--- src/rtl/phmt_pkg.sv ---
`default_nettype none
package phmt_pkg;

  // table geometry
  localparam int PEER_SLOTS = 32;
  localparam int SLOT_W     = (PEER_SLOTS > 1) ? $clog2(PEER_SLOTS) : 1;
  localparam int CNT_W      = $clog2(PEER_SLOTS + 1);

  // field widths
  localparam int KIND_W  = 2;
  localparam int KEY_W   = 64;
  localparam int TIME_W  = 63;
  localparam int TO_W    = 48;
  localparam int MISS_W  = 8;
  localparam int STATE_W = 2;

  // configuration port
  localparam int CFG_IDX_W  = 1;
  localparam int CFG_DATA_W = 48;
  localparam logic [CFG_IDX_W-1:0] CFG_PING_TIMEOUT   = 1'd0;
  localparam logic [CFG_IDX_W-1:0] CFG_OFFLINE_MISSES = 1'd1;
  localparam logic [TO_W-1:0]   TIMEOUT_RESET = 48'd3000000000;
  localparam logic [MISS_W-1:0] OFFLINE_RESET = 8'd3;

  // input kinds
  localparam logic [KIND_W-1:0] KIND_PING = 2'd0;
  localparam logic [KIND_W-1:0] KIND_PONG = 2'd1;
  localparam logic [KIND_W-1:0] KIND_TICK = 2'd2;
  localparam logic [KIND_W-1:0] KIND_NONE = 2'd3;

  // result kinds
  localparam logic [KIND_W-1:0] RK_REPLY  = 2'd0;
  localparam logic [KIND_W-1:0] RK_EXPIRY = 2'd1;
  localparam logic [KIND_W-1:0] RK_END    = 2'd2;

  // peer states
  localparam logic [STATE_W-1:0] PS_UNKNOWN = 2'd0;
  localparam logic [STATE_W-1:0] PS_ONLINE  = 2'd1;
  localparam logic [STATE_W-1:0] PS_SUSPECT = 2'd2;
  localparam logic [STATE_W-1:0] PS_OFFLINE = 2'd3;

  // status codes
  localparam logic STATUS_OK   = 1'b0;
  localparam logic STATUS_FULL = 1'b1;

  // fixed offline threshold for ping/pong replies
  localparam logic [MISS_W-1:0] REPLY_OFFLINE_MISSES = 8'd3;
  localparam logic [MISS_W-1:0] MISS_MAX = 8'd255;

  typedef struct packed {
    logic [KIND_W-1:0] kind;
    logic [KEY_W-1:0]  peer_key;
    logic [TIME_W-1:0] now;
  } hb_in_t;

  typedef struct packed {
    logic [KIND_W-1:0]  result_kind;
    logic [KEY_W-1:0]   peer_key_out;
    logic [STATE_W-1:0] peer_state;
    logic [MISS_W-1:0]  miss_count;
    logic               status;
    logic               last;
  } hb_out_t;

  // controller to datapath
  typedef struct packed {
    logic load;
    logic advance;
    logic finish;
  } hb_cmd_t;

  // datapath to controller
  typedef struct packed {
    logic out_free;
    logic scan_last;
  } hb_stat_t;

  function automatic logic [MISS_W-1:0] sat_inc(input logic [MISS_W-1:0] m);
    sat_inc = (m == MISS_MAX) ? MISS_MAX : m + 8'd1;
  endfunction

  function automatic logic [STATE_W-1:0] reply_state(input logic [MISS_W-1:0] m);
    if (m >= REPLY_OFFLINE_MISSES) reply_state = PS_OFFLINE;
    else if (m != '0)              reply_state = PS_SUSPECT;
    else                           reply_state = PS_ONLINE;
  endfunction

endpackage
`default_nettype wire

--- src/rtl/phmt_ctrl.sv ---
`default_nettype none
module phmt_ctrl import phmt_pkg::*; (
  input  wire logic              clk,
  input  wire logic              rst,
  input  wire logic              in_valid,
  input  wire logic [KIND_W-1:0] in_kind,
  output logic                   in_stall,
  input  wire hb_stat_t          stat,
  output hb_cmd_t                cmd
);

  localparam logic [1:0] S_IDLE = 2'd0;
  localparam logic [1:0] S_SCAN = 2'd1;
  localparam logic [1:0] S_POST = 2'd2;

  logic [1:0] state;
  logic [1:0] state_next;
  logic       accept;

  assign in_stall = (state != S_IDLE);
  assign accept   = in_valid && !in_stall;

  // sequencing: take item, walk the table, then finish
  always_comb begin
    state_next  = state;
    cmd.load    = 1'b0;
    cmd.advance = 1'b0;
    cmd.finish  = 1'b0;
    case (state)
      S_IDLE: begin
        cmd.load = accept;
        if (accept && in_kind != KIND_NONE) state_next = S_SCAN;
      end
      S_SCAN: begin
        // hold the walk while an expiry result cannot be placed
        cmd.advance = stat.out_free;
        if (stat.out_free && stat.scan_last) state_next = S_POST;
      end
      S_POST: begin
        cmd.finish = stat.out_free;
        if (stat.out_free) state_next = S_IDLE;
      end
      default: state_next = S_IDLE;
    endcase
  end

  always_ff @(posedge clk) begin
    if (rst) state <= S_IDLE;
    else     state <= state_next;
  end

endmodule
`default_nettype wire

--- config.mk ---
export PLATFORM = sky130hd
export DESIGN_NAME = phmt_ctrl
export DESIGN_NICKNAME = d
export VERILOG_FILES = /design/src/rtl/phmt_pkg.sv /design/src/rtl/phmt_ctrl.sv
export SDC_FILE = /design/constraint.sdc
export NUM_CORES = 1
export LEC_CHECK = 0
export ABC_AREA = 1
export ABC_CLOCK_PERIOD_IN_PS = 1940
export CORE_AREA = 10 10 47 49
export CTS_CLUSTER_DIAMETER = 30
export DETAILED_ROUTE_END_ITERATION = 8
export DIE_AREA = 0 0 57 59
export DONT_BUFFER_PORTS = 1
export GPL_TIMING_DRIVEN = 0
export PLACE_DENSITY_LB_ADDON = 0.08
export SLEW_MARGIN = 5
export SYNTH_ARGS = -nofsm -noshare
export SYNTH_HDL_FRONTEND = slang
export SYNTH_SLANG_ARGS = --single-unit
--- constraint.sdc ---
create_clock -name clk -period 1.94 [get_ports clk]
set_input_delay 0.291 -clock clk [delete_from_list [all_inputs] [get_ports clk]]
set_output_delay 0.291 -clock clk [all_outputs]
set_load 0.02 [all_outputs]
==> results.toml <==
[setup_path]
cp.arrival_ns = 1.25
path_buf_inv = 1
path_class = "register to output port"
critPathTopFamily = "simple AND/OR/NAND/NOR gates"
path_max_fanout = 5
end_kind = "output port"
critPathMaxStageDelay_ns = 0.55
start_kind = "register"
crit_slowest_cell = "nor3_1"
cp_data_required_time_ns = 1.65
cp_cell_sequence = "inv_1 -> nor3_1"

[yosys]
synthCells = 19
ys_types = 9
yosysTopAreaCellShare = 0.337
synth_top_area_cell = "dfxtp_1"
yosysWarnings = 0
ys_seq_area_frac = 0.337
synthTopCellsByArea = "dfxtp_1 (34%), inv_1 (16%), nand3_1 (13%)"
syn_nets = 26
syn_area_per_cell_sq_um = 6.26
synth-seq-cells = 2
syn_area_sq_um = 119

[cells_and_area]
largest_registers = "state x2"
final_area_sq_um = 161
final_layout_size_suffix_gt1_frac = 0.182
antenna_cells = 0
largest_reg_flops = 2
top_register = "state"
fillerInstances = 173
fin_nets = 31
syn_to_final_growth_pct = 35.8

[clocking]
ctsResizeCount = 0
cts.sinks = 2
cts_root_buf = "clkbuf_4"
cts_buffers = 3
cts_tree = "built"
h-tree-depth = 1
max-clock-path-buffers = 2
clock_latency_ns = 0.22
clk_pin_slew_ns = 0.03
cts_setup_buffers = 0
cts_hold_buffers = 0

[min_path]
worstHoldPathType = "input pin to register"

[floorplan]
num_rows = 14
core_area_sq_um = 1400
die-area_sq_um = 3360
die_h_um = 59
io_pins = 11
start_util = 0.0848
fp.dieW_um = 57

[sta]
drv_slew = 0
finalCriticalPeriod_ns = 1.54
skew_ns = 0.00228
rsz0062_at_grt = "no"
clock.fmax_mhz = 650
maxSlewHeadroom = 0.548
finalHoldViolCount = 0
worstMarginPinSlew_ns = 0.673
finalSetupViolations = 0
post-route-period-util = 0.793
fin_setup_tns_ns = 0

[placement]
dpl.hpwl_um = 374
dpl_cell_area_sq_um = 139
gp_congestion = 0.573
port_buffers = 0

[power_and_ir_drop]
p_sw_frac = 0.252
pwr-share-seq = 0.300
powerDensity_nw_per_um2 = 971
total_power_w = 0.000157
power.share.clock = 0.568
p_leak_nw = 0.0677
vdd_drop_max_mv = 0.202
p_sw_w = 0.0000395
comb_power_share = 0.132
power.internal_w = 0.000117

[drt]
drt_iter0_markers = 4
vias = 134
route.detailed.drc = 0
routed_wl_um = 438
dr.pass1.iters = 4
wl_per_cell_um = 11.5
avgViaCountPerCell = 3.53
detail-route-antenna-nets = 0

[run_status]
status = "completed"

[global_route]
track_usage = 0.0306
grt_max_degree = 6
grt_pass1_vias = 142
grt_pass1_wl_um = 676
antenna_found_initial = 0
overflow = 0

[job]
drv_cap = 0
## routing by layer
metal	track usage	vias to the layer above	share of wire
li1	-	69	-
met1	0.0306	57	0.47
met2	0.0326	8	0.37
met3	0.0451	0	0.16
met4	0.0101	0	0
met5	0	-	0
## Yosys cell counts
cell type / instances
nand4_1: 1
a21oi_2: 1
nand3_1: 3
a21oi_1: 1
nor3_1: 2
dfxtp_1: 2
inv_1: 5
nor2_1: 2
nand2_1: 2
## path summary, 6_finish.rpt
kind                          from                     to  slack (ns)  cells past startpoint
max          state[0]$_SDFFE_PP0P_                 cmd[1]        0.40                      2
min                            rst  state[0]$_SDFFE_PP0P_        0.13                      1
max reg2reg  state[0]$_SDFFE_PP0P_  state[0]$_SDFFE_PP0P_        1.18                      3
min reg2reg  state[1]$_SDFFE_PP0P_  state[1]$_SDFFE_PP0P_        0.53                      2
## power groups by stage
stage,registers [W],clock network [W],logic (W)
2_1_floorplan,0.0000464,0,0.0000187
3_3_place_gp,0.0000473,0,0.0000216
3_5_place_dp,0.0000474,0,0.0000214
4_1_cts,0.0000468,0.0000961,0.0000214
5_1_grt,0.0000472,0.000103,0.0000228
6_report,0.0000469,0.0000890,0.0000207
## worst reg2reg max path: stages (launching register included)
cell and delay, ns:
dfxtp_1 0.34, nor2_1 0.14, nand3_1 0.10, a21oi_2 0.12
## cells by family (layout without fill, tap and decap cells)
logic type	count (synthesis)	count (layout)	share of synthesized area
AND/OR/NAND/NOR	10	10	0.390
buffers and inverters	5	8	0.158
AO/OA/AOI/OAI	2	2	0.116
flip-flops	2	2	0.337
## cell usage in the layout (no fill, tap or decap)
cell type / instances
a21oi_1: 1
clkbuf_4: 3
nand2_1: 2
dfxtp_1: 2
a21oi_2: 1
inv_1: 5
nand4_1: 1
nand3_1: 3
nor3_1: 2
nor2_1: 2
## metrics by stage
| stage | util | std cells | hold slack [ns] | setup slack, ns |
|---|---|---|---|---|
| CTS | 0.115 | 38 | 0.122 | 0.386 |
| floorplan | - | 19 | 0.353 | 0.736 |
| finish | 0.115 | 38 | 0.132 | 0.403 |
| global placement | 0.0991 | 35 | 0.357 | 0.627 |
| global route | 0.115 | 38 | 0.118 | 0.278 |
| detailed placement | 0.0991 | 35 | 0.357 | 0.626 |
## cell type report
class	instances	area, sq um	share of cell area
multi-input cells	12	60.1	0.372
flip-flops and latches	2	40.0	0.248
clock buffers	3	22.5	0.140
well taps	16	20.0	0.124
inverters	5	18.8	0.116
Power figures use the tool's default switching activity.
