==> src/rtl/phmt_pkg.sv <==
`default_nettype none
package phmt_pkg;

  // table geometry
  localparam int PEER_SLOTS = 32;
  localparam int SLOT_W     = (PEER_SLOTS > 1) ? $clog2(PEER_SLOTS) : 1;
  localparam int CNT_W      = $clog2(PEER_SLOTS + 1);

  // field widths
  localparam int KIND_W  = 2;
  localparam int KEY_W   = 64;
  localparam int TIME_W  = 63;
  localparam int TO_W    = 48;
  localparam int MISS_W  = 8;
  localparam int STATE_W = 2;

  // configuration port
  localparam int CFG_IDX_W  = 1;
  localparam int CFG_DATA_W = 48;
  localparam logic [CFG_IDX_W-1:0] CFG_PING_TIMEOUT   = 1'd0;
  localparam logic [CFG_IDX_W-1:0] CFG_OFFLINE_MISSES = 1'd1;
  localparam logic [TO_W-1:0]   TIMEOUT_RESET = 48'd3000000000;
  localparam logic [MISS_W-1:0] OFFLINE_RESET = 8'd3;

  // input kinds
  localparam logic [KIND_W-1:0] KIND_PING = 2'd0;
  localparam logic [KIND_W-1:0] KIND_PONG = 2'd1;
  localparam logic [KIND_W-1:0] KIND_TICK = 2'd2;
  localparam logic [KIND_W-1:0] KIND_NONE = 2'd3;

  // result kinds
  localparam logic [KIND_W-1:0] RK_REPLY  = 2'd0;
  localparam logic [KIND_W-1:0] RK_EXPIRY = 2'd1;
  localparam logic [KIND_W-1:0] RK_END    = 2'd2;

  // peer states
  localparam logic [STATE_W-1:0] PS_UNKNOWN = 2'd0;
  localparam logic [STATE_W-1:0] PS_ONLINE  = 2'd1;
  localparam logic [STATE_W-1:0] PS_SUSPECT = 2'd2;
  localparam logic [STATE_W-1:0] PS_OFFLINE = 2'd3;

  // status codes
  localparam logic STATUS_OK   = 1'b0;
  localparam logic STATUS_FULL = 1'b1;

  // fixed offline threshold for ping/pong replies
  localparam logic [MISS_W-1:0] REPLY_OFFLINE_MISSES = 8'd3;
  localparam logic [MISS_W-1:0] MISS_MAX = 8'd255;

  typedef struct packed {
    logic [KIND_W-1:0] kind;
    logic [KEY_W-1:0]  peer_key;
    logic [TIME_W-1:0] now;
  } hb_in_t;

  typedef struct packed {
    logic [KIND_W-1:0]  result_kind;
    logic [KEY_W-1:0]   peer_key_out;
    logic [STATE_W-1:0] peer_state;
    logic [MISS_W-1:0]  miss_count;
    logic               status;
    logic               last;
  } hb_out_t;

  // controller to datapath
  typedef struct packed {
    logic load;
    logic advance;
    logic finish;
  } hb_cmd_t;

  // datapath to controller
  typedef struct packed {
    logic out_free;
    logic scan_last;
  } hb_stat_t;

  function automatic logic [MISS_W-1:0] sat_inc(input logic [MISS_W-1:0] m);
    sat_inc = (m == MISS_MAX) ? MISS_MAX : m + 8'd1;
  endfunction

  function automatic logic [STATE_W-1:0] reply_state(input logic [MISS_W-1:0] m);
    if (m >= REPLY_OFFLINE_MISSES) reply_state = PS_OFFLINE;
    else if (m != '0)              reply_state = PS_SUSPECT;
    else                           reply_state = PS_ONLINE;
  endfunction

endpackage
`default_nettype wire

==> src/rtl/phmt_datapath.sv <==
`default_nettype none
module phmt_datapath import phmt_pkg::*; (
  input  wire logic                  clk,
  input  wire logic                  rst,
  input  wire hb_in_t                in_data,
  input  wire logic                  cfg_we,
  input  wire logic [CFG_IDX_W-1:0]  cfg_index,
  input  wire logic [CFG_DATA_W-1:0] cfg_data,
  input  wire hb_cmd_t               cmd,
  output hb_stat_t                   stat,
  input  wire logic                  out_stall,
  output logic                       out_valid,
  output hb_out_t                    out_data
);

  // configuration
  logic [TO_W-1:0]   timeout;
  logic [MISS_W-1:0] offline_misses;

  // held item
  hb_in_t item;

  // peer table
  logic [PEER_SLOTS-1:0] valid;
  logic [KEY_W-1:0]      mem_key  [PEER_SLOTS];
  logic [TIME_W-1:0]     mem_time [PEER_SLOTS];
  logic [MISS_W-1:0]     mem_miss [PEER_SLOTS];

  // walk pipeline
  logic [CNT_W-1:0]  rd_idx;
  logic              chk_vld;
  logic [SLOT_W-1:0] chk_idx;
  logic [KEY_W-1:0]  rd_key;
  logic [TIME_W-1:0] rd_time;
  logic [MISS_W-1:0] rd_miss;

  // lookup results for ping/pong
  logic              found;
  logic [SLOT_W-1:0] found_slot;
  logic [MISS_W-1:0] found_miss;
  logic              free_ok;
  logic [SLOT_W-1:0] free_slot;

  logic              is_tick;
  logic              rd_in_range;
  logic              chk_valid_bit;
  logic [TIME_W:0]   diff;
  logic              expired;
  logic              key_hit;
  logic [MISS_W-1:0] exp_miss;
  logic [MISS_W-1:0] pp_miss;
  logic              mem_we;
  logic [SLOT_W-1:0] mem_wa;
  logic [KEY_W-1:0]  mem_wkey;
  logic [MISS_W-1:0] mem_wmiss;
  logic              exp_emit;
  logic              out_load;
  hb_out_t           out_next;

  // configuration registers
  always_ff @(posedge clk) begin
    if (rst) begin
      timeout        <= TIMEOUT_RESET;
      offline_misses <= OFFLINE_RESET;
    end else if (cfg_we) begin
      if (cfg_index == CFG_PING_TIMEOUT)   timeout <= cfg_data[TO_W-1:0];
      if (cfg_index == CFG_OFFLINE_MISSES) offline_misses <= cfg_data[MISS_W-1:0];
    end
  end

  // item capture
  always_ff @(posedge clk) begin
    if (cmd.load) item <= in_data;
  end

  // checks on the slot in the compare stage
  assign is_tick       = (item.kind == KIND_TICK);
  assign rd_in_range   = (rd_idx < CNT_W'(PEER_SLOTS));
  assign chk_valid_bit = valid[chk_idx];
  assign diff          = {1'b0, item.now} - {1'b0, rd_time};
  assign expired       = chk_vld && chk_valid_bit && (rd_miss != '0) && !diff[TIME_W] &&
                         (diff[TIME_W-1:0] > {(TIME_W - TO_W)'(0), timeout});
  assign key_hit       = chk_vld && chk_valid_bit && (rd_key == item.peer_key);
  assign exp_miss      = sat_inc(rd_miss);
  assign exp_emit      = cmd.advance && is_tick && expired;

  always_comb begin
    if (item.kind == KIND_PING) pp_miss = found ? sat_inc(found_miss) : 8'd1;
    else                        pp_miss = '0;
  end

  // single write port shared by tick expiry and ping/pong update
  assign mem_we    = exp_emit || (cmd.finish && !is_tick && (found || free_ok));
  assign mem_wa    = is_tick ? chk_idx : (found ? found_slot : free_slot);
  assign mem_wkey  = is_tick ? rd_key : item.peer_key;
  assign mem_wmiss = is_tick ? exp_miss : pp_miss;

  // table memory: one write, one registered read
  always_ff @(posedge clk) begin
    if (mem_we) begin
      mem_key[mem_wa]  <= mem_wkey;
      mem_time[mem_wa] <= item.now;
      mem_miss[mem_wa] <= mem_wmiss;
    end
    if (cmd.advance && rd_in_range) begin
      rd_key  <= mem_key[rd_idx[SLOT_W-1:0]];
      rd_time <= mem_time[rd_idx[SLOT_W-1:0]];
      rd_miss <= mem_miss[rd_idx[SLOT_W-1:0]];
    end
  end

  // valid bits
  always_ff @(posedge clk) begin
    if (rst) valid <= '0;
    else if (cmd.finish && !is_tick && !found && free_ok) valid[free_slot] <= 1'b1;
  end

  // walk counters and lookup tracking
  always_ff @(posedge clk) begin
    if (rst) begin
      rd_idx  <= '0;
      chk_vld <= 1'b0;
      found   <= 1'b0;
      free_ok <= 1'b0;
    end else if (cmd.load) begin
      rd_idx  <= '0;
      chk_vld <= 1'b0;
      found   <= 1'b0;
      free_ok <= 1'b0;
    end else if (cmd.advance) begin
      chk_vld <= rd_in_range;
      if (rd_in_range) rd_idx <= rd_idx + CNT_W'(1);
      if (!is_tick) begin
        if (key_hit && !found) found <= 1'b1;
        if (chk_vld && !chk_valid_bit && !free_ok) free_ok <= 1'b1;
      end
    end
  end

  always_ff @(posedge clk) begin
    if (cmd.advance) begin
      chk_idx <= rd_idx[SLOT_W-1:0];
      if (!is_tick && key_hit && !found) begin
        found_slot <= chk_idx;
        found_miss <= rd_miss;
      end
      if (!is_tick && chk_vld && !chk_valid_bit && !free_ok) free_slot <= chk_idx;
    end
  end

  assign stat.scan_last = (rd_idx == CNT_W'(PEER_SLOTS));
  assign stat.out_free  = !out_valid || !out_stall;

  // result selection
  assign out_load = exp_emit || cmd.finish;

  always_comb begin
    out_next.result_kind  = RK_EXPIRY;
    out_next.peer_key_out = rd_key;
    out_next.peer_state   = (exp_miss >= offline_misses) ? PS_OFFLINE : PS_SUSPECT;
    out_next.miss_count   = exp_miss;
    out_next.status       = STATUS_OK;
    out_next.last         = 1'b0;
    if (cmd.finish) begin
      out_next.last = 1'b1;
      if (is_tick) begin
        out_next.result_kind  = RK_END;
        out_next.peer_key_out = '0;
        out_next.peer_state   = PS_UNKNOWN;
        out_next.miss_count   = '0;
      end else if (found || free_ok) begin
        out_next.result_kind  = RK_REPLY;
        out_next.peer_key_out = item.peer_key;
        out_next.peer_state   = reply_state(pp_miss);
        out_next.miss_count   = pp_miss;
      end else begin
        out_next.result_kind  = RK_REPLY;
        out_next.peer_key_out = item.peer_key;
        out_next.peer_state   = PS_UNKNOWN;
        out_next.miss_count   = '0;
        out_next.status       = STATUS_FULL;
      end
    end
  end

  // output register
  always_ff @(posedge clk) begin
    if (rst)           out_valid <= 1'b0;
    else if (out_load) out_valid <= 1'b1;
    else if (!out_stall) out_valid <= 1'b0;
  end

  always_ff @(posedge clk) begin
    if (out_load) out_data <= out_next;
  end

endmodule
`default_nettype wire
==> config.mk <==
export PLATFORM = sky130hd
export DESIGN_NAME = phmt_datapath
export DESIGN_NICKNAME = d
export VERILOG_FILES = /design/src/rtl/phmt_pkg.sv /design/src/rtl/phmt_datapath.sv
export SDC_FILE = /design/constraint.sdc
export NUM_CORES = 2
export LEC_CHECK = 0
export BUFFER_PORTS_ARGS = -buffer_cell sky130_fd_sc_hd__buf_4
export CAP_MARGIN = 20
export CORE_MARGIN = 2
export CORE_UTILIZATION = 45
export CTS_BUF_LIST = sky130_fd_sc_hd__clkbuf_4
export DETAILED_ROUTE_END_ITERATION = 8
export SLEW_MARGIN = 0
export SYNTH_ARGS = -nofsm -noshare
export SYNTH_HDL_FRONTEND = slang
export SYNTH_MEMORY_MAX_BITS = 65536
export SYNTH_SLANG_ARGS = --single-unit
==> constraint.sdc <==
create_clock -name clk -period 10 [get_ports clk]
set_clock_uncertainty 0.1 [all_clocks]
set_input_delay 1 -clock clk [delete_from_list [all_inputs] [get_ports clk]]
set_output_delay 1 -clock clk [all_outputs]
set_load 0.02 [all_outputs]
==> flow_metrics.env <==
export IMPL_status="completed"
export IMPL_antenna_found_initial=27
export IMPL_crit_type="reg2reg"
export IMPL_drt_iter0_markers=11100
export IMPL_insertion_delay_ps=1750
export IMPL_slew_headroom=0.1314
export IMPL_die_x_um=648.4
export IMPL_cts_made_buffers=1290
export IMPL_portBuffers=265
export IMPL_clock_path_buffers=5
export IMPL_vdd_drop_max_mv=0.1297
export IMPL_final_hold_viol_count=0
export IMPL_cts_hold_buf=437
export IMPL_cts_resized=0
export IMPL_finalCoreUtilization=0.5251
export IMPL_io_pins=266
export IMPL_synth_most_common_cell="edfxtp_1"
export IMPL_layout_area_seq_um2=142700
export IMPL_synth_area_top_cells="edfxtp_1, mux4_2, dfxtp_1, ha_1, mux2_2"
export IMPL_viasPerCell=5.900
export IMPL_grt_pass1_vias=101500
export IMPL_core_um2=413400
export IMPL_grt_pass1_wl_mm=735.6
export IMPL_path_clk_slew_ps=70
export IMPL_synth_ff_type="edfxtp_1"
export IMPL_final_nets=10650
export IMPL_synth_edff_count=4685
export IMPL_whs_ps=204.4
export IMPL_tightestPinTransition_ps=1292
export IMPL_startpoint_type="register"
export IMPL_dp_hpwl_mm=276.9
export IMPL_p_seq_frac=0.546
export IMPL_crit_slowest_cell="edfxtp_1"
export IMPL_yosys_area_top_type="edfxtp_1"
export IMPL_cts_sinks=4783
export IMPL_switching_share=0.2263
export IMPL_dieArea_um2=420400
export IMPL_synthesis_area_um2=186900
export IMPL_max_cap_viol_count=0
export IMPL_max_stage_delay_ps=1010
export IMPL_powerDensity_nw_per_um2=189.9
export IMPL_finalSetupTns_ps=0
export IMPL_async_reset_ff_frac=0
export IMPL_worstPathArrival_ps=9700
export IMPL_yosysSeqAreaShare=0.7634
export IMPL_finalSetupViolations=0
export IMPL_drc=0
export IMPL_slew_violations=0
export IMPL_synth_top_area_share=0.7529
export IMPL_grt_ovfl_total=0
export IMPL_hold_path_class="in2reg"
export IMPL_drive_above_1_share=0.3605
export IMPL_grt_start_max_net_pins=138
export IMPL_cts_tree="yes"
export IMPL_post_route_period_util=0.8653
export IMPL_clockRootBuffer="clkbuf_4"
export IMPL_crit_chain="ha_1, a21oi_1, o21ai_1, a211oi_1, nor2_1, a31oi_1, o21a_1, o21ai_0, a21oi_1, xnor2_1, ha_1, a21o_1, a21o_1, a211o_1, a221o_1, a21oi_1, a2bb2oi_1, o31ai_1, nor4_2, buf_4, nand2_2, a31oi_4, nor2_4, buf_12"
export IMPL_max_freq_ghz=0.1156
export IMPL_start_util=0.4520
export IMPL_n_fill_cell=32310
export IMPL_synthTopCellsByCount="edfxtp_1, mux4_2, clkbuf_1"
export IMPL_drt_wl_total_mm=522.2
export IMPL_syn_area_per_cell_um2=22.03
export IMPL_synthCells=8483
export IMPL_multi_input_area_um2=42070
export IMPL_synth_distinct_cells=90
export IMPL_post_cts_setup_buffers=0
export IMPL_die_y_um=648.4
export IMPL_wl_per_cell_um=31.41
export IMPL_vias=98100
export IMPL_p_leak_nw=69.30
export IMPL_synth_ff_latch_count=4783
export IMPL_crit_top_cell="a21oi_1"
export IMPL_min_period_ps=8653
export IMPL_endpoint_kind="register"
export IMPL_final_area_um2=217100
export IMPL_num_rows=236
export IMPL_placed_area_um2=197100
export IMPL_place_congestion=0.8461
export IMPL_track_usage=0.2502
export IMPL_syn2layout_area_growth_pct=16.17
export IMPL_firstDrtPassIters=6
export IMPL_share_clk_of_total_power=0.397
export IMPL_pwr_share_comb=0.057
export IMPL_yosysWarnings=0
export IMPL_required_ps=11050
export IMPL_rsz0062_at_grt="false"
export IMPL_critPathMaxFanout=81
export IMPL_ant_nets=0
export IMPL_power_internal_w=0.03190
export IMPL_cts_htree_levels=7
export IMPL_p_switching_w=0.009332
export IMPL_synth_nets=8793
[logic make-up after synthesis]
| family | Yosys count | synth area share |
|---|---|---|
| flops | 4783 | 0.7634 |
| mux | 1509 | 0.1728 |
| simple gates | 740 | 0.01839 |
| buf+inv | 643 | 0.01332 |
| compound gates | 575 | 0.01865 |
| fa+ha+maj | 125 | 0.008410 |
| xor+xnor | 108 | 0.005062 |
[stage by stage]
step,power [W],instances,setup WS (ps)
final,0.04124,16630,1347
after global routing,0.04283,16620,964.1
after CTS,0.04163,16580,1245
after detailed placement,0.02514,14060,1262
after global placement,0.02510,14050,1234
after floorplan,0.02418,8483,-865.2
[state kept, by name, summed over array words and instances (netlist names), 5 cells and up]
signal and count:
mem_key 2048, rd_miss 8, rd_idx 6, mem_time 2016, found_miss 8, rd_time 63
item 129, chk_idx 5, mem_miss 256, valid 32, timeout 48, free_slot 5
rd_key 64, out_data 78, found_slot 5, offline_misses 8
[area by class of cell]
type / instances / share of cell area
flip-flops and latches: 4783 / 0.6572
inverters: 212 / 0.003677
clock buffers: 1791 / 0.06194
repair buffers: 995 / 0.04409
clock inverters: 292 / 0.007527
well taps: 5474 / 0.03155
multi-input cells: 3057 / 0.1938
diodes: 23 / 0.0002651
[power groups by stage]
stage | logic, W | clock network (W) | registers (W)
floorplan | 0.00119 | 0 | 0.0230
global placement | 0.00215 | 0 | 0.0229
detailed placement | 0.00220 | 0 | 0.0229
CTS | 0.00233 | 0.0168 | 0.0225
global route | 0.00255 | 0.0178 | 0.0225
finish | 0.00237 | 0.0164 | 0.0225
[critical path: cells and delay by family (launching register included)]
family,cells,cell delay [ps]
AO/OA/AOI/OAI,15,4400
flip-flops,1,1010
AND/OR/NAND/NOR,4,850
adder cells (fa/ha/maj),2,740
buffers and inverters,2,550
XOR/XNOR,1,150
[cell usage in the layout (no fill, tap or decap), drive strengths merged, types with 23 or more instances in the layout]
master,synthesis,layout
mux2,137,137
a21o,29,29
a21oi,187,187
edfxtp,4685,4685
dfxtp,98,98
buf,108,556
diode,0,23
o21ai,212,212
nor2,186,186
xor2,56,56
nand3,89,89
ha,124,124
inv,212,227
clkinv,0,254
clkbuf,323,1793
nor3,28,28
nand2,275,275
xnor2,52,52
nand4,60,60
mux4,1360,1360
dlygate4sd3,0,437
[worst paths after layout]
kind	cells past startpoint	startpoint	endpoint	slack (ps)
setup / recovery	24	item[19]	mem_time[18][44]	1350
hold reg to reg	2	valid[3]	valid[3]	370
setup reg to reg	24	item[19]	mem_time[18][44]	1350
hold / removal	2	cmd[1]	chk_idx[4]	200
[per-layer routing]
metal,vias up,GRT usage,routed length (um)
met1,52510,0.3429,212700
met5,-,0,34
met3,796,0.04580,38510
met4,6,0.09024,13550
met2,4693,0.4041,257400
li1,40100,-,-
(Power assumes the default switching activity.)
